--- src/sv/dlpg_pkg.sv ---
package dlpg_pkg;

  localparam int CoordBits   = 12;
  localparam int FracBitsDef = 16;

  localparam logic OpLoad    = 1'b0;
  localparam logic OpAdvance = 1'b1;

  typedef struct packed {
    logic                        opcode;
    logic signed [CoordBits-1:0] start_x;
    logic signed [CoordBits-1:0] start_y;
    logic signed [CoordBits-1:0] end_x;
    logic signed [CoordBits-1:0] end_y;
  } in_item_t;

  typedef struct packed {
    logic signed [CoordBits-1:0] point_x;
    logic signed [CoordBits-1:0] point_y;
    logic                        last_point;
  } out_item_t;

endpackage

--- src/sv/dlpg_divider.sv ---
module dlpg_divider import dlpg_pkg::*; #(
  parameter int DIVIDEND_BITS = CoordBits + FracBitsDef,
  parameter int DIVISOR_BITS  = CoordBits
) (
  input  logic                     clk_i,
  input  logic                     rst_ni,
  input  logic                     start_i,
  input  logic [DIVIDEND_BITS-1:0] dividend_i,
  input  logic [DIVISOR_BITS-1:0]  divisor_i,
  output logic                     done_o,
  output logic [DIVIDEND_BITS-1:0] quotient_o
);

  localparam int CntBits = $clog2(DIVIDEND_BITS + 1);

  logic [CntBits-1:0]       cnt_q;
  logic                     done_q;
  logic [DIVISOR_BITS-1:0]  rem_q;
  logic [DIVIDEND_BITS-1:0] quo_q;
  logic [DIVISOR_BITS-1:0]  div_q;
  logic [DIVISOR_BITS:0]    shifted;
  logic [DIVISOR_BITS:0]    diff;
  logic                     fits;

  // One restoring step: the dividend shifts out of the top of quo_q while
  // quotient bits shift in at the bottom.
  assign shifted = {rem_q, quo_q[DIVIDEND_BITS-1]};
  assign diff    = shifted - {1'b0, div_q};
  assign fits    = !diff[DIVISOR_BITS];

  always_ff @(posedge clk_i or negedge rst_ni) begin
    if (!rst_ni) begin
      cnt_q  <= '0;
      done_q <= 1'b0;
    end else if (start_i) begin
      cnt_q  <= CntBits'(DIVIDEND_BITS);
      done_q <= 1'b0;
    end else if (cnt_q != '0) begin
      cnt_q  <= cnt_q - CntBits'(1);
      done_q <= (cnt_q == CntBits'(1));
    end else begin
      done_q <= 1'b0;
    end
  end

  always_ff @(posedge clk_i) begin
    if (start_i) begin
      rem_q <= '0;
      quo_q <= dividend_i;
      div_q <= divisor_i;
    end else if (cnt_q != '0) begin
      rem_q <= fits ? diff[DIVISOR_BITS-1:0] : shifted[DIVISOR_BITS-1:0];
      quo_q <= {quo_q[DIVIDEND_BITS-2:0], fits};
    end
  end

  assign done_o     = done_q;
  assign quotient_o = quo_q;

endmodule

--- src/sv/dda_line_point_generator_core.sv ---
// Channel  Direction  Handshake              Payload
// in       input      in_valid_i/in_stall_o   in_item_i  (in_item_t)
// out      output     out_valid_o/out_stall_i out_item_o (out_item_t)
//
// An advance item with points left is taken and its point appears in the output
// register on the next cycle, so advance items can follow one per cycle while
// the output does not stall and no load is busy. A load item with distinct
// endpoints holds in_stall_o high while the shared restoring divider runs once
// per axis, one quotient bit per cycle. A zero-length load does not stall.
// Reset is asynchronous and leaves no line active. A stalled output holds
// its item and stalls the input side as well.
module dda_line_point_generator_core import dlpg_pkg::*; #(
  parameter int FRAC_BITS = FracBitsDef
) (
  input  logic      clk_i,
  input  logic      rst_ni,
  input  logic      in_valid_i,
  output logic      in_stall_o,
  input  in_item_t  in_item_i,
  output logic      out_valid_o,
  input  logic      out_stall_i,
  output out_item_t out_item_o
);

  localparam int DivBits = CoordBits + FRAC_BITS;
  localparam int AccBits = DivBits + 1;
  localparam int IncBits = FRAC_BITS + 2;

  typedef enum logic [1:0] {
    StIdle,
    StStartX,
    StWaitX,
    StWaitY
  } state_e;

  state_e                   state_q;
  logic [CoordBits:0]       points_left_q;
  logic                     out_valid_q;
  out_item_t                out_item_q;

  logic signed [AccBits-1:0] acc_x_q, acc_y_q;
  logic signed [IncBits-1:0] inc_x_q, inc_y_q;
  logic [CoordBits-1:0]      ax_q, ay_q, step_q;
  logic                      neg_x_q, neg_y_q;

  logic                 in_acc, load_acc, adv_acc;
  logic [CoordBits:0]   dx, dy, dx_neg, dy_neg;
  logic [CoordBits-1:0] ax, ay, step;
  logic                 div_start, div_done;
  logic [DivBits-1:0]   div_dividend, div_quotient;
  logic [IncBits-1:0]   quo_ext, quo_neg;
  logic [CoordBits:0]   px_int, py_int;
  logic [CoordBits-1:0] px, py;

  assign in_stall_o = (state_q != StIdle) || (out_valid_q && out_stall_i);
  assign in_acc     = in_valid_i && !in_stall_o;
  assign load_acc   = in_acc && (in_item_i.opcode == OpLoad);
  assign adv_acc    = in_acc && (in_item_i.opcode == OpAdvance) && (points_left_q != '0);

  assign dx     = {in_item_i.end_x[CoordBits-1], in_item_i.end_x}
                - {in_item_i.start_x[CoordBits-1], in_item_i.start_x};
  assign dy     = {in_item_i.end_y[CoordBits-1], in_item_i.end_y}
                - {in_item_i.start_y[CoordBits-1], in_item_i.start_y};
  assign dx_neg = -dx;
  assign dy_neg = -dy;
  assign ax     = dx[CoordBits] ? dx_neg[CoordBits-1:0] : dx[CoordBits-1:0];
  assign ay     = dy[CoordBits] ? dy_neg[CoordBits-1:0] : dy[CoordBits-1:0];
  assign step   = (ax > ay) ? ax : ay;

  // The x division starts from its own state; the y division starts in the
  // cycle the x quotient comes back.
  assign div_start    = (state_q == StStartX) || ((state_q == StWaitX) && div_done);
  assign div_dividend = (state_q == StStartX) ? {ax_q, {FRAC_BITS{1'b0}}}
                                              : {ay_q, {FRAC_BITS{1'b0}}};

  dlpg_divider #(
    .DIVIDEND_BITS(DivBits),
    .DIVISOR_BITS (CoordBits)
  ) u_div (
    .clk_i     (clk_i),
    .rst_ni    (rst_ni),
    .start_i   (div_start),
    .dividend_i(div_dividend),
    .divisor_i (step_q),
    .done_o    (div_done),
    .quotient_o(div_quotient)
  );

  // The quotient never exceeds one whole unit, so FRAC_BITS+1 bits hold it.
  assign quo_ext = {1'b0, div_quotient[FRAC_BITS:0]};
  assign quo_neg = -quo_ext;

  // Truncation toward zero: a negative accumulator with a nonzero fraction
  // rounds its floor up by one.
  assign px_int = acc_x_q[AccBits-1:FRAC_BITS]
                + {{CoordBits{1'b0}}, acc_x_q[AccBits-1] && (|acc_x_q[FRAC_BITS-1:0])};
  assign py_int = acc_y_q[AccBits-1:FRAC_BITS]
                + {{CoordBits{1'b0}}, acc_y_q[AccBits-1] && (|acc_y_q[FRAC_BITS-1:0])};
  assign px     = px_int[CoordBits-1:0];
  assign py     = py_int[CoordBits-1:0];

  always_ff @(posedge clk_i or negedge rst_ni) begin
    if (!rst_ni) begin
      state_q       <= StIdle;
      points_left_q <= '0;
      out_valid_q   <= 1'b0;
      out_item_q    <= '0;
    end else begin
      if (adv_acc) begin
        out_valid_q           <= 1'b1;
        out_item_q.point_x    <= px;
        out_item_q.point_y    <= py;
        out_item_q.last_point <= (points_left_q == (CoordBits+1)'(1));
        points_left_q         <= points_left_q - (CoordBits+1)'(1);
      end else if (!out_stall_i) begin
        out_valid_q <= 1'b0;
      end
      unique case (state_q)
        StIdle: begin
          if (load_acc) begin
            points_left_q <= {1'b0, step} + (CoordBits+1)'(1);
            state_q       <= (step == '0) ? StIdle : StStartX;
          end
        end
        StStartX: state_q <= StWaitX;
        StWaitX: begin
          if (div_done) begin
            state_q <= StWaitY;
          end
        end
        StWaitY: begin
          if (div_done) begin
            state_q <= StIdle;
          end
        end
        default: state_q <= StIdle;
      endcase
    end
  end

  always_ff @(posedge clk_i) begin
    if (load_acc) begin
      acc_x_q <= {in_item_i.start_x[CoordBits-1], in_item_i.start_x, {FRAC_BITS{1'b0}}};
      acc_y_q <= {in_item_i.start_y[CoordBits-1], in_item_i.start_y, {FRAC_BITS{1'b0}}};
      ax_q    <= ax;
      ay_q    <= ay;
      step_q  <= step;
      neg_x_q <= dx[CoordBits];
      neg_y_q <= dy[CoordBits];
      inc_x_q <= '0;
      inc_y_q <= '0;
    end else if (adv_acc) begin
      acc_x_q <= acc_x_q + {{(AccBits-IncBits){inc_x_q[IncBits-1]}}, inc_x_q};
      acc_y_q <= acc_y_q + {{(AccBits-IncBits){inc_y_q[IncBits-1]}}, inc_y_q};
    end
    if ((state_q == StWaitX) && div_done) begin
      inc_x_q <= neg_x_q ? quo_neg : quo_ext;
    end
    if ((state_q == StWaitY) && div_done) begin
      inc_y_q <= neg_y_q ? quo_neg : quo_ext;
    end
  end

  assign out_valid_o = out_valid_q;
  assign out_item_o  = out_item_q;

endmodule

--- config.mk ---
export PLATFORM = sky130hd
export DESIGN_NAME = dda_line_point_generator_core
export DESIGN_NICKNAME = d
export VERILOG_FILES = /design/src/sv/dlpg_pkg.sv /design/src/sv/dlpg_divider.sv /design/src/sv/dda_line_point_generator_core.sv
export SDC_FILE = /design/constraint.sdc
export NUM_CORES = 1
export LEC_CHECK = 0
export BUFFER_PORTS_ARGS = -buffer_cell sky130_fd_sc_hd__buf_2
export CORE_MARGIN = 2
export CORE_UTILIZATION = 45
export CTS_CLUSTER_SIZE = 28
export DETAILED_ROUTE_END_ITERATION = 7
export SKIP_LAST_GASP = 1
export SLEW_MARGIN = 0
export SYNTH_ARGS = -nofsm -noshare
export SYNTH_HDL_FRONTEND = slang
export SYNTH_HIERARCHICAL = 1
export SYNTH_SLANG_ARGS = --single-unit
--- constraint.sdc ---
create_clock -name clk_i -period 8.3 [get_ports clk_i]
set_input_delay 1.66 -clock clk_i [delete_from_list [all_inputs] [get_ports clk_i]]
set_output_delay 1.66 -clock clk_i [all_outputs]
set_load 0.01 [all_outputs]
==> impl_results.md <==
* Crit path depth at 26
* Min Tclk post-route at 7090 ps
* Max incr delay on CP at 650 ps
* Postcts setup bufs at 0
* Final critical-path share of the clock period at 85.4%
* Post-cts sizing count at 0
* DRT Pass-1 Iters at 5
* IO Count at 80
* Synth Flop Type: edfxtp_1
* Clock Pin Slew Worst Setup and Hold Paths at 60 ps
* Startpoint class of the critical path: primary input
* WP data required at 8760 ps
* Avg Cell Area, Syn at 9.44 sq um
* Final Power at 6030 uW
* Vias per inst at 5.54
* Worst-path fanout max at 5
* Nets at 1940
* Post-synth cell types at 84
* I/O Buffers at 79
* Worst path bufs/invs at 4
* CP max stage cell: or4b_2
* Initial antenna violation count at 0
* Post-synth EDFFs at 140
* Reg-to-reg slack, setup at 4290 ps
* Vias at 12400
* Reg2reg end: acc_x_q[28]
* Gate Count Post-Synth at 1677
* Slew Limit Fails at 0
* Detailed-placement wirelength estimate at 27600 um
* Vias in the first global route at 11900
* Largest net degree at the start of global routing at 104
* Root buf cell: clkbuf_16
* Lkg Pwr at 0.00753 uW
* Area of placed instances at 16800 sq um
* Antenna diodes at 0
* VDD IR max at 0.163 mV
* Worst r2r src: acc_x_q[0]
* CTS sink count at 231
* First-pass GRT wire length at 61700 um
* Slew HR at 30.4%
* Asr flop ratio synth at 20.3%
* DRT Wirelength at 38000 um
* Area Growth Syn to Fin at 11.9%
* Hold path start: step_q[3]
* Quantity of hold-fixing buffers added after cts at 0
* # H-tree levels at 1
* DIE AREA at 36700 sq um
* YS warnings at 6
* Max Root-Sink Buffers at 3
* Mapped cell area at 15800 sq um
* RSZ-0062 raised after global routing: false
* Clock skew at 11.2 ps
* Num CTS Buffers at 27
* Hold EP: u_div/div_q[3]
* GP Congestion at 0.843
* Critical path arrival at 7550 ps
* Layout cells sized above 1 at 12.4%
* Overall Global Routing Usage at 20.7%
* Tightest Pin Transition at 1030 ps
* Fmax at 0.141 GHz
* CORE AREA at 34600 sq um
* Detail Route Antenna Nets at 0
* Core Rows at 68
* Clk_lat worst skew at 540 ps
* CP delay by family, top: simple AND/OR/NAND/NOR gates
* MaxCap Viol Count at 0
* PwrDens at 341 nW/um^2
* Die H at 192 um
* Post-synthesis register bit count at 231
* Worst hold stages at 0
* Layout Cell Area excl Fill at 17700 sq um
* DRC at 0
* Worst reg2reg path depth at 15
* Final setup TNS at 0 ps
* Total gr overflow at 0
* WS Path Type: in -> reg
* Fin. Hold Viols at 0
* WL/cell at 17.0 um
* 1st-iter DRT viols at 879
* CP endpoint kind: flip-flop
* Run status: completed
* TritonCTS clock tree: built
* Die X at 192 um
* Final setup violation count at 0
* Seq/Total Area, Yosys at 39.5%
* Worst Hold Class: reg -> reg
* Initial Util at 45.7%
==> through the flow <==
| stage | cells | util, % | hold WS, ps | worst slack, ps |
|---|---|---|---|---|
| after floorplan | 1692 | - | 400 | 1160 |
| final | 2236 | 51.2 | 407 | 1210 |
| after CTS | 2236 | 51.2 | 415 | 1230 |
| after detailed placement | 2186 | 48.4 | 405 | 706 |
| after global routing | 2236 | 51.2 | 415 | 654 |
| after global placement | 2186 | 48.4 | 401 | 872 |
==> flip-flops by register name, indices dropped and copies added (netlist names) <==
signal            flops
acc_x_q              29
acc_y_q              29
u_div/quotient_o     28
out_item_o           25
inc_x_q              18
inc_y_q              18
points_left_q        13
ax_q                 12
ay_q                 12
step_q               12
u_div/div_q          12
u_div/rem_q          12
u_div/cnt_q           5
state_q               2
neg_x_q               1
neg_y_q               1
out_valid_o           1
u_div/done_o          1
==> Yosys cell counts (8+ instances only) <==
cell	n	area [sq um]
nand2_1	152	571
edfxtp_1	140	4200
ha_1	122	1530
nor2_1	116	435
inv_1	107	402
o21ai_0	102	510
xnor2_1	87	762
a21oi_1	86	430
xor2_1	83	727
nand3_1	79	395
clkbuf_1	49	184
dfrtp_1	47	1180
mux2_2	46	518
dfxtp_1	44	881
nor3_1	36	180
a21o_1	30	225
or3_1	27	169
nand2b_1	19	119
o22ai_1	19	119
mux2i_1	18	180
and3_1	17	106
nor4_1	17	106
nand4_1	16	100
a211oi_1	14	105
a31oi_1	13	81.3
nor2b_1	12	75.1
o31ai_1	12	90.1
a311oi_1	10	87.6
o21a_1	9	67.6
o21bai_1	9	67.6
or2_2	8	50.1
==> cell type report <==
cell class | count | area (sq um)
clock buffers | 31 | 701
clock inverters | 19 | 245
fillers | 3214 | 16900
inverters | 107 | 402
multi-input cells | 1293 | 8990
flip-flops and latches | 231 | 6260
well taps | 455 | 569
repair buffers | 100 | 553
==> worst max-delay path by stage <==
stage,startpoint,to,slack [ps]
detailed placement,in_item_i[12],points_left_q[10],710
global route,in_item_i[12],points_left_q[10],650
CTS,in_item_i[12],points_left_q[10],1230
floorplan,in_item_i[12],points_left_q[10],1160
global placement,in_item_i[12],points_left_q[10],870
finish,in_item_i[12],points_left_q[10],1210
==> power breakdown <==
part           internal (uW)  switching [uW]
sequential              1670             289
combinational           1230            1590
clock                    765             489
==> routing by layer <==
metal / wire length [um] / global-route usage [%]
met1: 18700 / 30.4
met2: 16700 / 33.0
met3: 2060 / 2.47
met4: 546 / 3.96
met5: 0 / 0
==> placed cells by master, fill, tap and decap left out, types with 44 or more instances in the layout <==
master	n
nand3_1	79
ha_1	122
dfrtp_1	47
xor2_1	83
a21oi_1	86
nor2_1	116
mux2_2	46
o21ai_0	102
inv_1	106
buf_2	79
dfxtp_1	44
xnor2_1	87
edfxtp_1	140
nand2_1	152
==> kinds of logic after synthesis <==
family,after synthesis,synth area share (%)
compound gates,377,15.5
mux,65,4.50
xor+xnor,170,9.40
other cells,1,0.0237
simple gates,538,16.6
flops,231,39.5
buf+inv,168,4.19
fa+ha+maj,127,10.3
Note: power is estimated with default switching activity, not from simulation.
